==> config.mk <==
export PLATFORM = sky130hd
export DESIGN_NAME = button_event_tracker
export DESIGN_NICKNAME = d
export VERILOG_FILES = /design/src/rtl/bet_pkg.sv /design/src/rtl/bet_cfg_regs.sv /design/src/rtl/bet_core.sv /design/src/rtl/button_event_tracker.sv
export SDC_FILE = /design/constraint.sdc
export NUM_CORES = 1
export LEC_CHECK = 0
export BUFFER_PORTS_ARGS = -buffer_cell sky130_fd_sc_hd__buf_2
export CAP_MARGIN = 20
export CORE_MARGIN = 10
export CORE_UTILIZATION = 55
export DETAILED_ROUTE_END_ITERATION = 16
export GPL_TIMING_DRIVEN = 0
export PLACE_DENSITY = 0.77
export RECOVER_POWER = 100
export SLEW_MARGIN = 20
export SYNTH_ARGS = -nofsm -noshare
export SYNTH_HDL_FRONTEND = slang
export SYNTH_SLANG_ARGS = --single-unit
==> constraint.sdc <==
create_clock -name i_clk -period 4.6 [get_ports i_clk]
set_input_delay 0.92 -clock i_clk [delete_from_list [all_inputs] [get_ports i_clk]]
set_output_delay 0.92 -clock i_clk [all_outputs]
set_load 0.02 [all_outputs]
==> src/rtl/bet_pkg.sv <==
// Shared types, constants and helper functions for the button event tracker.
// No dependencies; every other file of the block imports this package.
package bet_pkg;

    localparam int NUM_BUTTONS  = 8;
    localparam int PIN_W        = 8;
    localparam int SCAN_BUTTONS = (NUM_BUTTONS < PIN_W) ? NUM_BUTTONS : PIN_W;
    localparam int BTN_W        = 3;
    localparam int CFG_IDX_W    = 3;
    localparam int CFG_DATA_W   = 16;

    localparam logic [15:0] RST_BUTTON_MODES     = 16'd0;
    localparam logic [7:0]  RST_RELEASE_TICKS    = 8'd5;
    localparam logic [15:0] RST_LONG_PRESS_TICKS = 16'd1500;
    localparam logic [15:0] RST_REPEAT_DELAY     = 16'd1000;
    localparam logic [15:0] RST_REPEAT_INTERVAL  = 16'd50;

    typedef enum logic [1:0] {
        EV_DOWN     = 2'd0,
        EV_CLICK_UP = 2'd1,
        EV_LONG     = 2'd2,
        EV_REPEAT   = 2'd3
    } t_event_kind;

    typedef enum logic [1:0] {
        MODE_SIMPLE     = 2'd0,
        MODE_LONG       = 2'd1,
        MODE_MULTI      = 2'd2,
        MODE_SIMPLE_ALT = 2'd3
    } t_mode;

    typedef enum logic [CFG_IDX_W-1:0] {
        CFG_BUTTON_MODES       = 3'd0,
        CFG_RELEASE_TICKS      = 3'd1,
        CFG_LONG_PRESS_TICKS   = 3'd2,
        CFG_REPEAT_FIRST_DELAY = 3'd3,
        CFG_REPEAT_INTERVAL    = 3'd4
    } t_cfg_index;

    typedef struct packed {
        logic [15:0] button_modes;
        logic [7:0]  release_ticks;
        logic [15:0] long_press_ticks;
        logic [15:0] repeat_first_delay;
        logic [15:0] repeat_interval;
    } t_cfg;

    typedef struct packed {
        logic              emit;
        t_event_kind       kind;
        logic [BTN_W-1:0]  button;
    } t_result;

    function automatic logic [7:0] sat_inc8(input logic [7:0] value);
        return (value == 8'hFF) ? value : value + 8'd1;
    endfunction

endpackage

==> src/rtl/bet_cfg_regs.sv <==
// Configuration register file of the button event tracker.
// Depends on bet_pkg for the register index codes, reset values and t_cfg.
module bet_cfg_regs (
    input  logic                          i_clk,
    input  logic                          i_rst_n,
    input  logic                          i_cfg_we,
    input  logic [bet_pkg::CFG_IDX_W-1:0] i_cfg_index,
    input  logic [bet_pkg::CFG_DATA_W-1:0] i_cfg_wdata,
    output bet_pkg::t_cfg                 o_cfg
);
    import bet_pkg::*;

    t_cfg r_cfg;

    always_ff @(posedge i_clk) begin
        if (!i_rst_n) begin
            r_cfg.button_modes       <= RST_BUTTON_MODES;
            r_cfg.release_ticks      <= RST_RELEASE_TICKS;
            r_cfg.long_press_ticks   <= RST_LONG_PRESS_TICKS;
            r_cfg.repeat_first_delay <= RST_REPEAT_DELAY;
            r_cfg.repeat_interval    <= RST_REPEAT_INTERVAL;
        end else if (i_cfg_we) begin
            case (i_cfg_index)
                CFG_BUTTON_MODES:       r_cfg.button_modes       <= i_cfg_wdata;
                CFG_RELEASE_TICKS:      r_cfg.release_ticks      <= i_cfg_wdata[7:0];
                CFG_LONG_PRESS_TICKS:   r_cfg.long_press_ticks   <= i_cfg_wdata;
                CFG_REPEAT_FIRST_DELAY: r_cfg.repeat_first_delay <= i_cfg_wdata;
                CFG_REPEAT_INTERVAL:    r_cfg.repeat_interval    <= i_cfg_wdata;
                default: begin
                end
            endcase
        end
    end

    assign o_cfg = r_cfg;

endmodule

==> src/rtl/bet_core.sv <==
// Tracking state and per-tick decision logic of the button event tracker.
// Depends on bet_pkg for the mode and event codes, t_cfg and t_result.
module bet_core (
    input  logic                      i_clk,
    input  logic                      i_rst_n,
    input  logic                      i_step,
    input  logic [bet_pkg::PIN_W-1:0] i_pin_levels,
    input  bet_pkg::t_cfg             i_cfg,
    output bet_pkg::t_result          o_result
);
    import bet_pkg::*;

    logic             r_busy, n_busy;
    logic [BTN_W-1:0] r_held_button, n_held_button;
    t_mode            r_held_mode, n_held_mode;
    logic             r_click_sent, n_click_sent;
    logic [7:0]       r_simple_rel, n_simple_rel;
    logic [15:0]      r_hold, n_hold;
    logic [7:0]       r_long_rel, n_long_rel;
    logic             r_long_sent, n_long_sent;
    logic [15:0]      r_delay, n_delay;
    logic [15:0]      r_interval, n_interval;
    logic [7:0]       r_repeat_rel, n_repeat_rel;

    logic             found;
    logic [BTN_W-1:0] scan_idx;
    logic             pressed;
    logic             go_idle;
    logic             emit;
    t_event_kind      kind;
    logic [15:0]      interval_inc;

    always_comb begin
        found    = 1'b0;
        scan_idx = '0;
        for (int i = SCAN_BUTTONS - 1; i >= 0; i--) begin
            if (!i_pin_levels[i]) begin
                found    = 1'b1;
                scan_idx = BTN_W'(i);
            end
        end
    end

    assign pressed      = !i_pin_levels[r_held_button];
    assign interval_inc = r_interval + 16'd1;

    always_comb begin
        n_busy        = r_busy;
        n_held_button = r_held_button;
        n_held_mode   = r_held_mode;
        n_click_sent  = r_click_sent;
        n_simple_rel  = r_simple_rel;
        n_hold        = r_hold;
        n_long_rel    = r_long_rel;
        n_long_sent   = r_long_sent;
        n_delay       = r_delay;
        n_interval    = r_interval;
        n_repeat_rel  = r_repeat_rel;
        go_idle       = 1'b0;
        emit          = 1'b0;
        kind          = EV_DOWN;

        if (!r_busy) begin
            if (found) begin
                go_idle       = 1'b1;
                n_held_button = scan_idx;
                n_held_mode   = t_mode'(i_cfg.button_modes[{scan_idx, 1'b0} +: 2]);
                emit          = 1'b1;
                kind          = EV_DOWN;
            end
        end else begin
            case (r_held_mode)
                MODE_LONG: begin
                    if (pressed) begin
                        if (r_hold < i_cfg.long_press_ticks) begin
                            n_hold = r_hold + 16'd1;
                        end
                        n_long_rel = '0;
                    end else begin
                        n_long_rel = sat_inc8(r_long_rel);
                    end
                    if (n_hold < i_cfg.long_press_ticks
                        && n_long_rel >= i_cfg.release_ticks) begin
                        emit = 1'b1;
                        kind = EV_CLICK_UP;
                    end else if (n_hold >= i_cfg.long_press_ticks && !r_long_sent) begin
                        emit        = 1'b1;
                        kind        = EV_LONG;
                        n_long_sent = 1'b1;
                    end
                    if (n_long_rel >= i_cfg.release_ticks) begin
                        go_idle = 1'b1;
                    end
                end
                MODE_MULTI: begin
                    if (pressed) begin
                        n_repeat_rel = '0;
                        if (r_delay < i_cfg.repeat_first_delay) begin
                            n_delay = r_delay + 16'd1;
                        end else if (interval_inc < i_cfg.repeat_interval) begin
                            n_interval = interval_inc;
                        end else begin
                            n_interval = '0;
                            emit       = 1'b1;
                            kind       = EV_REPEAT;
                        end
                    end else begin
                        n_repeat_rel = sat_inc8(r_repeat_rel);
                        if (n_repeat_rel >= i_cfg.release_ticks) begin
                            emit    = 1'b1;
                            kind    = EV_CLICK_UP;
                            go_idle = 1'b1;
                        end
                    end
                end
                default: begin
                    if (!r_click_sent) begin
                        emit         = 1'b1;
                        kind         = EV_CLICK_UP;
                        n_click_sent = 1'b1;
                    end
                    if (!pressed) begin
                        n_simple_rel = sat_inc8(r_simple_rel);
                        if (n_simple_rel >= i_cfg.release_ticks) begin
                            go_idle = 1'b1;
                        end
                    end
                end
            endcase
        end

        if (go_idle) begin
            n_busy       = !r_busy;
            n_click_sent = 1'b0;
            n_simple_rel = '0;
            n_hold       = '0;
            n_long_rel   = '0;
            n_long_sent  = 1'b0;
            n_delay      = '0;
            n_interval   = '0;
            n_repeat_rel = '0;
        end
    end

    always_ff @(posedge i_clk) begin
        if (!i_rst_n) begin
            r_busy        <= 1'b0;
            r_held_button <= '0;
            r_held_mode   <= MODE_SIMPLE;
            r_click_sent  <= 1'b0;
            r_simple_rel  <= '0;
            r_hold        <= '0;
            r_long_rel    <= '0;
            r_long_sent   <= 1'b0;
            r_delay       <= '0;
            r_interval    <= '0;
            r_repeat_rel  <= '0;
        end else if (i_step) begin
            r_busy        <= n_busy;
            r_held_button <= n_held_button;
            r_held_mode   <= n_held_mode;
            r_click_sent  <= n_click_sent;
            r_simple_rel  <= n_simple_rel;
            r_hold        <= n_hold;
            r_long_rel    <= n_long_rel;
            r_long_sent   <= n_long_sent;
            r_delay       <= n_delay;
            r_interval    <= n_interval;
            r_repeat_rel  <= n_repeat_rel;
        end
    end

    assign o_result.emit   = emit;
    assign o_result.kind   = kind;
    assign o_result.button = n_held_button;

endmodule

==> src/rtl/button_event_tracker.sv <==
// Button event tracker: down, click-up, long-click and repeat events from tick items.
// Results are registered from the input register; one item per cycle when not stalled.
// The input register and the result register each hold one item, so a stalled result
// stops new items only when both are full.
// Reset (synchronous, active low) restores default configuration and returns to idle.
// Depends on bet_pkg, bet_cfg_regs and bet_core.
module button_event_tracker (
    input  logic                           i_clk,
    input  logic                           i_rst_n,
    input  logic                           i_cfg_we,
    input  logic [bet_pkg::CFG_IDX_W-1:0]  i_cfg_index,
    input  logic [bet_pkg::CFG_DATA_W-1:0] i_cfg_wdata,
    input  logic                           i_in_valid,
    output logic                           o_in_ready,
    input  logic [bet_pkg::PIN_W-1:0]      i_pin_levels,
    output logic                           o_out_valid,
    input  logic                           i_out_ready,
    output logic [1:0]                     o_event_kind,
    output logic [bet_pkg::BTN_W-1:0]      o_button_index
);
    import bet_pkg::*;

    t_cfg             cfg;
    t_result          result;
    logic             step;
    logic             r_in_valid;
    logic [PIN_W-1:0] r_pin_levels;
    logic             r_out_valid;
    t_event_kind      r_event_kind;
    logic [BTN_W-1:0] r_button_index;

    bet_cfg_regs u_cfg (
        .i_clk       (i_clk),
        .i_rst_n     (i_rst_n),
        .i_cfg_we    (i_cfg_we),
        .i_cfg_index (i_cfg_index),
        .i_cfg_wdata (i_cfg_wdata),
        .o_cfg       (cfg)
    );

    bet_core u_core (
        .i_clk        (i_clk),
        .i_rst_n      (i_rst_n),
        .i_step       (step),
        .i_pin_levels (r_pin_levels),
        .i_cfg        (cfg),
        .o_result     (result)
    );

    assign step       = r_in_valid && (!r_out_valid || i_out_ready);
    assign o_in_ready = !r_in_valid || step;

    always_ff @(posedge i_clk) begin
        if (!i_rst_n) begin
            r_in_valid <= 1'b0;
        end else if (i_in_valid && o_in_ready) begin
            r_in_valid <= 1'b1;
        end else if (step) begin
            r_in_valid <= 1'b0;
        end
    end

    always_ff @(posedge i_clk) begin
        if (i_in_valid && o_in_ready) begin
            r_pin_levels <= i_pin_levels;
        end
    end

    always_ff @(posedge i_clk) begin
        if (!i_rst_n) begin
            r_out_valid <= 1'b0;
        end else if (step) begin
            r_out_valid <= result.emit;
        end else if (i_out_ready) begin
            r_out_valid <= 1'b0;
        end
    end

    always_ff @(posedge i_clk) begin
        if (step) begin
            r_event_kind   <= result.kind;
            r_button_index <= result.button;
        end
    end

    assign o_out_valid    = r_out_valid;
    assign o_event_kind   = r_event_kind;
    assign o_button_index = r_button_index;

endmodule

==> results by group, run 1 <==
Critical path
  – Crit-path max FO: 7
  – Arrival time at the worst endpoint: 4720 ps
  – Crit-path cells: mux4_1 -> mux2i_4 -> buf_4 -> nand3_4 -> or3_1 -> clkbuf_2 -> or3_4 -> xnor2_1 -> ha_1 -> nand4_1 -> nor4_2 -> nor2b_1 -> o21a_1 -> a21oi_1 -> nor3_1
  – Startpoint Class: flip-flop
  – FF-to-FF Start: u_core.r_held_button[1]$_SDFFE_PN0P_
  – Critical Path End Type: flip-flop
  – Crit path max-delay family: simple AND/OR/NAND/NOR gates
  – CP max stage cell: mux4_1
  – Critical path startpoint: u_core.r_held_button[1]$_SDFFE_PN0P_
  – Buf+Inv Stages, Crit Path: 2
  – Required @ worst endpoint: 4850 ps
  – Max incr delay on CP: 620 ps
  – Crit Path Class: reg -> reg

Floorplanning
  – Area of the core: 17500 um^2
  – Cell row count: 48
  – Ports: 39
  – Die Wd: 154 um
  – Die Y-Extent: 154 um
  – Initial Util: 56.6%
  – Die area: 23700 um^2

STA
  – Final hold slack: 457 ps
  – Fin crit share: 97.3%
  – Final hold violation count: 0
  – Max frequency: 223 MHz
  – PnR worst setup slack: 125 ps
  – Final Max Slew Viols: 7
  – Setup violations, final: 0
  – Worst slew pin tran: 1520 ps
  – Worst Skew: 12.6 ps
  – Headroom to the max-slew limit: -2.04%
  – Post-route setup TNS: 0 ps
  – Post-route minimum period: 4480 ps

Global routing
  – Initial antenna violation count: 0
  – GR Util All Layers: 22.2%
  – Number of global-route vias before repair: 8725
  – Largest net degree at the start of global routing: 19
  – Total grt overflow: 0
  – First-pass GRT wire length: 43.9 mm

Detailed routing
  – Via Count: 9217
  – WL final: 27.1 mm
  – Drt pass-1 iters: 6
  – Number of remaining DRC errors: 0
  – Routed len/inst: 17.6 um
  – Drt via density: 5.99
  – Antenna-violating nets left: 0
  – Initial DRC count: 646

Synthesis
  – Share of the synthesized area in the top cell type: 31.2%
  – Register area share after synthesis: 35.1%
  – Area leader, netlist: dfxtp_1
  – Synth top cells by count: 242 x nand2_1, 154 x dfxtp_1, 134 x a21oi_1
  – Net count after synthesis: 1367
  – Top FF cell, synth: dfxtp_1
  – Synth Area per Inst: 7.96 um^2
  – Cell variety after synth: 68
  – Yosys reg bits: 167
  – Async set-or-reset flop fraction in the synthesized netlist: 0%
  – Post-synthesis cell count: 1242
  – Mapped cell area: 9890 um^2
  – Largest cells by area after synthesis: dfxtp_1 31%, ha_1 12%, nand2_1 9.2%
  – Most common cell in the netlist: nand2_1
  – Post-synth EDFFs: 13
  – Yosys warns: 0

Hold path
  – Hold/Removal Path Class: reg -> reg
  – Hold_sp: u_cfg.o_cfg[64]$_SDFFE_PN0P_

CTS
  – Clk buf depth: 2
  – Reg clk slew, reported paths: 70 ps
  – Clock buffer count from CTS: 17
  – CTS Sinks: 167
  – Number of buffers added to fix hold violations after cts: 0
  – Worst-skew pair later-pin latency: 440 ps
  – H-Tree Depth: 4
  – CTS tree: yes
  – CTS root buf: clkbuf_16

Final layout
  – Final #Nets: 1427
  – Ant diodes: 0
  – Non-filler cells, final: 1540
  – Util after Layout: 62.9%
  – Final Cell Area: 11000 um^2
  – Layout cell share with drive strength beyond 1: 8.52%
  – Area grow syn2layout: 11.1%

Power and ir drop
  – PwrDens: 294 nW/um^2
  – Register share of total power: 46.7%
  – Internal: 2.32 mW
  – Clk pwr share: 44.6%
  – Sw Ratio: 28.2%
  – Total power: 3.23 mW
  – Comb pwr share: 8.7%
  – Net Sw Power: 0.909 mW
  – P_leak: 4.37 nW
  – VDD IR max: 284 uV

Placed design
  – Placed Area: 10300 um^2
  – Placed wire-length estimate: 19.8 mm
  – Post-Place Cells: 1503
  – Input/output buffers: 36
  – Placement Setup Slack: 112 ps
  – RD Place Congestion: 0.911

Status
  – Violated checks: capacitance limit, slew limit
  – Status: finished with violations

Run
  – Max Cap Viol: 1
[flip-flops by register name (all words and copies together), names as in the netlist]
register / flops
u_cfg.o_cfg: 72
u_core.r_delay: 16
u_core.r_hold: 16
u_core.r_interval: 16
r_pin_levels: 8
u_core.r_long_rel: 8
u_core.r_repeat_rel: 8
u_core.r_simple_rel: 8
o_button_index: 3
u_core.r_held_button: 3
o_event_kind: 2
u_core.r_held_mode: 2
o_out_valid: 1
r_in_valid: 1
u_core.r_busy: 1
u_core.r_click_sent: 1
u_core.r_long_sent: 1
[path summary, 6_finish.rpt]
path | to | slack, ps | cells past startpoint
hold reg to reg | u_cfg.o_cfg[64]$_SDFFE_PN0P_ | 460 | 2
setup reg to reg | o_event_kind[1]$_SDFFCE_PN0P_ | 120 | 15
setup / recovery | o_event_kind[1]$_SDFFCE_PN0P_ | 120 | 15
hold / removal | u_cfg.o_cfg[64]$_SDFFE_PN0P_ | 460 | 2
[placed cells by master, fill, tap and decap left out, types with 8 or more instances in the layout]
| cell type | n |
|---|---|
| a21o_1 | 11 |
| a21oi_1 | 134 |
| a31oi_1 | 17 |
| and3_1 | 19 |
| buf_2 | 34 |
| clkbuf_1 | 44 |
| clkbuf_16 | 17 |
| dfxtp_1 | 154 |
| edfxtp_1 | 13 |
| ha_1 | 93 |
| inv_1 | 81 |
| nand2_1 | 243 |
| nand3_1 | 48 |
| nand3b_1 | 8 |
| nand4_1 | 23 |
| nor2_1 | 69 |
| nor2b_1 | 10 |
| nor3_1 | 16 |
| o211ai_1 | 25 |
| o21ai_0 | 49 |
| o22ai_1 | 11 |
| or2_2 | 8 |
| or3_1 | 10 |
| or4_1 | 8 |
| xnor2_1 | 26 |
| xor2_1 | 12 |
[repair_timing]
action | CTS | global route
setup endpoints to repair | 0 | 57
buffers inserted | 0 | 5
gates resized for setup | 0 | 10
[final cells by class]
type                            instances  area (um^2)
Fill cell                            1511         6490
Multi-Input combinational cell        947         5940
Sequential cell                       167         3470
Clock buffer                           18          439
Inverter                               81          304
Tap cell                              225          282
Timing Repair Buffer                   41          204
Buffer                                 47          194
Clock inverter                         14          153
[power groups by stage]
stage          clock network [mW]  logic [mW]  registers, mW
2_1_floorplan                   0       0.169           1.54
3_3_place_gp                    0       0.266           1.54
3_5_place_dp                    0       0.270           1.54
4_1_cts                      1.44       0.273           1.51
5_1_grt                      1.51       0.305           1.51
6_report                     1.44       0.281           1.51
[worst reg2reg max path, stage by stage, from the launching register on]
cell	delay [ps]
dfxtp_1	410
mux4_1	620
mux2i_4	300
buf_4	200
nand3_4	100
or3_1	360
clkbuf_2	180
or3_4	430
xnor2_1	150
ha_1	300
nand4_1	160
nor4_2	440
nor2b_1	190
o21a_1	140
a21oi_1	80
nor3_1	220
[per-layer routing]
layer	up-vias	GRT usage (%)	wire (um)
li1	4516	-	-
met1	4384	27.1	11700
met2	264	38.2	13400
met3	53	4.18	1510
met4	0	7.47	580
met5	-	0	0
[cells by family (layout without fill, tap and decap cells)]
logic type,count (synthesis),in the layout,share of synthesized area [%]
buffers and inverters,128,201,5.02
XOR/XNOR,38,38,3.37
AND/OR/NAND/NOR,495,495,23.4
AO/OA/AOI/OAI,303,303,18.4
flip-flops,167,167,35.1
adder cells (fa/ha/maj),93,93,11.8
multiplexers,18,18,2.82
(Power assumes the default switching activity.)
==> inputs of run 2 (changes only) <==
Settings changed: CELL_PAD_IN_SITES_DETAIL_PLACEMENT set to 1, CELL_PAD_IN_SITES_GLOBAL_PLACEMENT set to 1, CORE_UTILIZATION 55 to 25, PLACE_DENSITY 0.77 to 0.53, TNS_END_PERCENT set to 5.
==> run 2 against run 1 <==
  * The flow still finishes with violations (capacitance limit, slew limit)
  * Non-clock buffer count is 1 lower
  * Critical path type unchanged
  * Wire length is 26% higher
  * Via count is 2.9% lower
  * Sequential power hardly changed
  * Count of clock-buffer cells in the layout is 1 lower
==> results by group, run 2 (synthesis gave the netlist of run 1 again) <==
Floorplanning
  – Initial Util: 25.4%
  – Die Wd: 219 um
  – Area of the core: 38900 um^2
  – Cell row count: 72
  – Ports: 39
  – Die Y-Extent: 219 um
  – Die area: 47900 um^2

Global routing
  – Initial antenna violation count: 0
  – GR Util All Layers: 14.5%
  – First-pass GRT wire length: 53.7 mm
  – Number of global-route vias before repair: 9108
  – Largest net degree at the start of global routing: 19
  – Total grt overflow: 0

Placed design
  – Placed Area: 10700 um^2
  – Input/output buffers: 36
  – RD Place Congestion: 0.767
  – Placed wire-length estimate: 26.1 mm
  – Placement Setup Slack: -146 ps

Final layout
  – Final #Nets: 1426
  – Most frequent cells in the layout: 242 x nand2_1, 154 x dfxtp_1, 134 x a21oi_1, 93 x ha_1, 80 x inv_1
  – Final Cell Area: 11400 um^2
  – Ant diodes: 0
  – Layout cell share with drive strength beyond 1: 9.67%
  – Register area: 3470 um^2
  – Area grow syn2layout: 15.5%
  – Multi-input gate area in the final layout: 5990 um^2
  – Most common cell after layout, fill and taps aside: nand2_1
  – Max FFs per register: 72
  – Fillcell total: 4701

Detailed routing
  – Routed len/inst: 18.6 um
  – Antenna-violating nets left: 0
  – Drt pass-1 iters: 5
  – Initial DRC count: 318
  – Number of remaining DRC errors: 0
  – Via Count: 8953
  – Drt via density: 4.89
  – WL final: 34.1 mm

STA
  – Setup violations, final: 0
  – PnR worst setup slack: 255 ps
  – Worst Skew: 16.5 ps
  – Fin crit share: 94.5%
  – RSZ-0062 raised after global routing: yes
  – Max frequency: 230 MHz
  – Worst slew pin tran: 1750 ps
  – Headroom to the max-slew limit: -17.8%
  – Post-route minimum period: 4340 ps
  – Final hold violation count: 0
  – Final Max Slew Viols: 7

CTS
  – CTS tree: yes
  – CTS root buf: clkbuf_16
  – Clk buf depth: 2
  – Number of buffers added to fix hold violations after cts: 0
  – Worst-skew pair later-pin latency: 470 ps
  – Clock buffer count from CTS: 17
  – Reg clk slew, reported paths: 90 ps
  – H-Tree Depth: 4
  – CTS Sinks: 167

Status
  – Violated checks: capacitance limit, slew limit
  – Status: finished with violations

Critical path
  – Startpoint Class: flip-flop
  – Crit Path Class: reg -> reg
  – Required @ worst endpoint: 4810 ps
  – Critical Path End Type: flip-flop
  – Arrival time at the worst endpoint: 4550 ps
  – Crit-path max FO: 7

Run
  – Max Cap Viol: 1

Hold path
  – Hold/Removal Path Class: reg -> reg

Power and ir drop
  – VDD IR max: 274 uV
  – P_leak: 4.39 nW
  – PwrDens: 288 nW/um^2
[run 2: cell types whose count changed in the layout (fill, tap and decap cells not counted), sizes merged]
cell and change:
buf +4, clkbuf -6, clkinv +2, inv -1
[run 2: through the flow]
| step | hold slack [ps] | util [%] | instances | TNS, ps | total power, mW |
|---|---|---|---|---|---|
| after floorplan | 433 | - | 1242 | 0 | 1.71 |
| after global routing | 471 | 29.3 | 1832 | -208 | 3.43 |
| after detailed placement | 449 | 27.5 | 1796 | -1800 | 1.84 |
| after CTS | 460 | 29.1 | 1827 | 0 | 3.33 |
| after global placement | 442 | 27.5 | 1796 | -1550 | 1.84 |
| final | 457 | 29.3 | 1832 | 0 | 3.28 |
[run 2: report_power, final]
group          total (mW)  internal, mW  leakage, nW  switching [mW]
clock network        1.47         0.726        0.280           0.748
registers            1.51          1.49         1.37          0.0173
logic               0.303        0.0895         2.74           0.214
total                3.28          2.31         4.39           0.979
[run 2: what timing repair did]
item                       in CTS  in global routing
buffers inserted                0                  5
setup endpoints to repair      46                 69
cloned                          0                  0
gates resized for setup         8                 18
pin swaps                       0                  2
hold endpoints to repair        0                  0
[run 2: path summary, 6_finish.rpt]
| path | from | to | slack (ps) | depth (start not counted) |
|---|---|---|---|---|
| max | u_cfg.o_cfg[37]$_SDFFE_PN0P_ | o_event_kind[1]$_SDFFCE_PN0P_ | 260 | 18 |
| max reg2reg | u_cfg.o_cfg[37]$_SDFFE_PN0P_ | o_event_kind[1]$_SDFFCE_PN0P_ | 260 | 18 |
| min reg2reg | u_cfg.o_cfg[49]$_SDFFE_PN0P_ | u_cfg.o_cfg[49]$_SDFFE_PN0P_ | 460 | 2 |
| min | u_cfg.o_cfg[49]$_SDFFE_PN0P_ | u_cfg.o_cfg[49]$_SDFFE_PN0P_ | 460 | 2 |
[run 2: worst max-delay path: stages (launching register included)]
cell and delay (ps):
dfxtp_1 360, inv_1 70, ha_1 300, a21o_1 180, a211o_1 290, a31oi_1 180
a21boi_2 140, or3_1 320, clkbuf_2 180, or3_4 430, xnor2_1 190, ha_1 270
nand4_1 180, nor2_1 60, o21ai_0 90, o211ai_1 250, o21a_1 290, a21oi_1 220
nor3_1 70
[run 2: cell type report]
type	count	share of cell area (%)
timing repair buffer	41	1.94
tap	518	5.68
clock inverter	15	1.37
clock buffer	17	3.73
buffer	46	1.76
inverter	81	2.66
multi-input combinational	947	52.4
sequential	167	30.4
[run 2: routing by layer]
layer	vias to the layer above	wire [um]	track usage, %
met1	4361	16200	18.3
met3	27	556	2.15
met2	66	17000	25.4
li1	4499	-	-
met5	-	0	0
met4	0	418	3.33
==> inputs of run 3 (changes only) <==
Settings changed: CORE_UTILIZATION 25 to 45, HOLD_SLACK_MARGIN set to 0.15, PLACE_DENSITY 0.53 to 0.82, SETUP_SLACK_MARGIN set to 0.4.
==> run 3 against run 2 <==
  * The run still ends with capacitance limit, slew limit left
  * Non-clock buffer count up 16
  * Critical path type unchanged
  * Critical path depth down 2
  * Sequential share of layout area up 0.33 points
  * Hold slack about the same
  * Sequential cell count unchanged
  * Die area down 41%
  * Register-to-register slack worse by 50 ps
  * Utilization up 23 points
==> results by group, run 3 (synthesis gave the netlist of run 1 again) <==
Hold path
  – Hold Path Stages: 2
  – Hold/Removal Path Class: reg -> reg

CTS
  – Clk buf depth: 2
  – CTS Sinks: 167
  – CTS tree: yes
  – Clock buffer count from CTS: 17
  – CTS root buf: clkbuf_16
  – H-Tree Depth: 4
  – Worst-skew pair later-pin latency: 450 ps
  – Reg clk slew, reported paths: 80 ps

Final layout
  – Final #Nets: 1442
  – Most frequent cells in the layout: 242 x nand2_1, 149 x dfxtp_1, 131 x a21oi_1, 92 x ha_1, 80 x inv_1
  – Ant diodes: 0
  – Layout cell share with drive strength beyond 1: 12.0%
  – Multi-input gate area in the final layout: 6080 um^2
  – Most common cell after layout, fill and taps aside: nand2_1
  – Register area: 3480 um^2
  – Max FFs per register: 72
  – Fillcell total: 2656
  – Area grow syn2layout: 14.5%

Power and ir drop
  – Register share of total power: 46.6%
  – P_leak: 4.50 nW
  – Internal: 2.30 mW
  – PwrDens: 286 nW/um^2
  – Comb pwr share: 9.6%
  – VDD IR max: 263 uV
  – Net Sw Power: 0.937 mW
  – Clk pwr share: 43.8%
  – Sw Ratio: 28.9%

Global routing
  – Met2 usage: 41.0%
  – Initial antenna violation count: 0
  – Number of global-route vias before repair: 9813
  – Met3 usage: 2.98%
  – GR Util All Layers: 23.0%
  – Met1 usage: 27.2%
  – Largest net degree at the start of global routing: 18
  – Busiest layer in global routing: met2
  – First-pass GRT wire length: 52.9 mm
  – Total grt overflow: 0

Detailed routing
  – Initial DRC count: 528
  – Routed len/inst: 20.9 um
  – Via Count: 9570
  – Drt via density: 5.94
  – WL final: 33.7 mm
  – Antenna-violating nets left: 0
  – Drt pass-1 iters: 8
  – Number of remaining DRC errors: 0

Critical path
  – Crit path max-delay family: compound AO/OA/AOI/OAI gates
  – Crit Path Class: reg -> reg
  – Crit-path max FO: 8
  – Worst r2r path cells: 16
  – Arrival time at the worst endpoint: 4760 ps
  – Critical Path End Type: flip-flop
  – Required @ worst endpoint: 4960 ps
  – Max incr delay on CP: 500 ps
  – Buf+Inv Stages, Crit Path: 4
  – Critical path depth in cells: 16
  – Crit-path cells: mux4_2 -> mux2i_1 -> buf_12 -> inv_1 -> nand2_1 -> ha_1 -> nand2b_1 -> a2111o_1 -> a311o_1 -> a21o_1 -> or2_1 -> buf_4 -> nor3_4 -> clkbuf_1 -> a21oi_1 -> a31oi_1
  – Startpoint Class: flip-flop
  – CP max stage cell: mux4_2

STA
  – Final Max Slew Viols: 7
  – PnR worst setup slack: 201 ps
  – Max frequency: 227 MHz
  – Final hold violation count: 0
  – RSZ-0062 raised after global routing: yes
  – Headroom to the max-slew limit: -13.4%
  – Post-route minimum period: 4400 ps
  – Worst slew pin tran: 1690 ps
  – Worst Skew: 14.8 ps
  – Final hold slack: 456 ps
  – Fin crit share: 95.6%
  – Setup violations, final: 0

Floorplanning
  – Area of the core: 21700 um^2
  – Die Wd: 168 um
  – Initial Util: 45.6%
  – Cell row count: 54
  – Ports: 39
  – Die area: 28300 um^2
  – Die Y-Extent: 168 um

Status
  – Status: finished with violations
  – Violated checks: capacitance limit, slew limit

Placed design
  – Placed wire-length estimate: 23.9 mm
  – Input/output buffers: 36
  – RD Place Congestion: 0.855
  – Placement Setup Slack: -61.8 ps

Run
  – Max Cap Viol: 1
[run 3: worst paths after layout]
kind,start,end,slack (ps)
min,u_cfg.o_cfg[20]$_SDFFE_PN0P_,u_cfg.o_cfg[20]$_SDFFE_PN0P_,460
max,r_pin_levels[7]$_DFFE_PP_,u_core.r_hold[2]$_SDFFE_PN0P_,200
max reg2reg,r_pin_levels[7]$_DFFE_PP_,u_core.r_hold[2]$_SDFFE_PN0P_,200
min reg2reg,u_cfg.o_cfg[20]$_SDFFE_PN0P_,u_cfg.o_cfg[20]$_SDFFE_PN0P_,460
[run 3: worst register-to-register path: stages, from the launching register on]
cell and delay [ps]:
edfxtp_1 470, mux4_2 500, mux2i_1 290, buf_12 170, inv_1 110, nand2_1 100
ha_1 230, nand2b_1 150, a2111o_1 410, a311o_1 340, a21o_1 240, or2_1 230
buf_4 190, nor3_4 240, clkbuf_1 310, a21oi_1 150, a31oi_1 190
[run 3: through the flow]
stage	cells	TNS, ps	total power [mW]	cell area [um^2]	util, %
after floorplan	1242	0	1.71	9890	-
after global placement	1558	0	1.82	10400	48.0
after detailed placement	1558	-79.3	1.83	10400	48.0
after CTS	1596	0	3.23	11100	51.4
after global routing	1610	0	3.34	11300	52.2
final	1610	0	3.24	11300	52.2
[run 3: power groups by stage]
stage          sequential [mW]  clock [mW]  combinational (mW)
5_1_grt                   1.51        1.49               0.338
3_3_place_gp              1.54           0               0.276
4_1_cts                   1.51        1.43               0.300
3_5_place_dp              1.54           0               0.285
6_report                  1.51        1.42               0.311
2_1_floorplan             1.54           0               0.169
[run 3: routing by layer]
| layer | vias to the layer above | wire length (um) |
|---|---|---|
| met2 | 212 | 17200 |
| li1 | 4546 | - |
| met5 | - | 0 |
| met1 | 4744 | 14200 |
| met3 | 68 | 1210 |
| met4 | 0 | 1060 |
[run 3: area by class of cell]
| cell class | instances | share of cell area, % |
|---|---|---|
| Sequential cell | 167 | 30.7 |
| Tap cell | 280 | 3.09 |
| Buffer | 47 | 2.02 |
| Clock inverter | 14 | 1.12 |
| Timing Repair Buffer | 56 | 2.86 |
| Multi-Input combinational cell | 947 | 53.7 |
| Clock buffer | 18 | 3.79 |
| Inverter | 81 | 2.68 |
[run 3: what timing repair did]
item                                    in CTS  in global routing
hold buffers                                 0                  0
endpoints found under the setup margin      72                 73
gates resized for setup                     29                 38
pin swaps                                   13                 15
gates cloned                                 1                  1
setup buffers                                5                 13
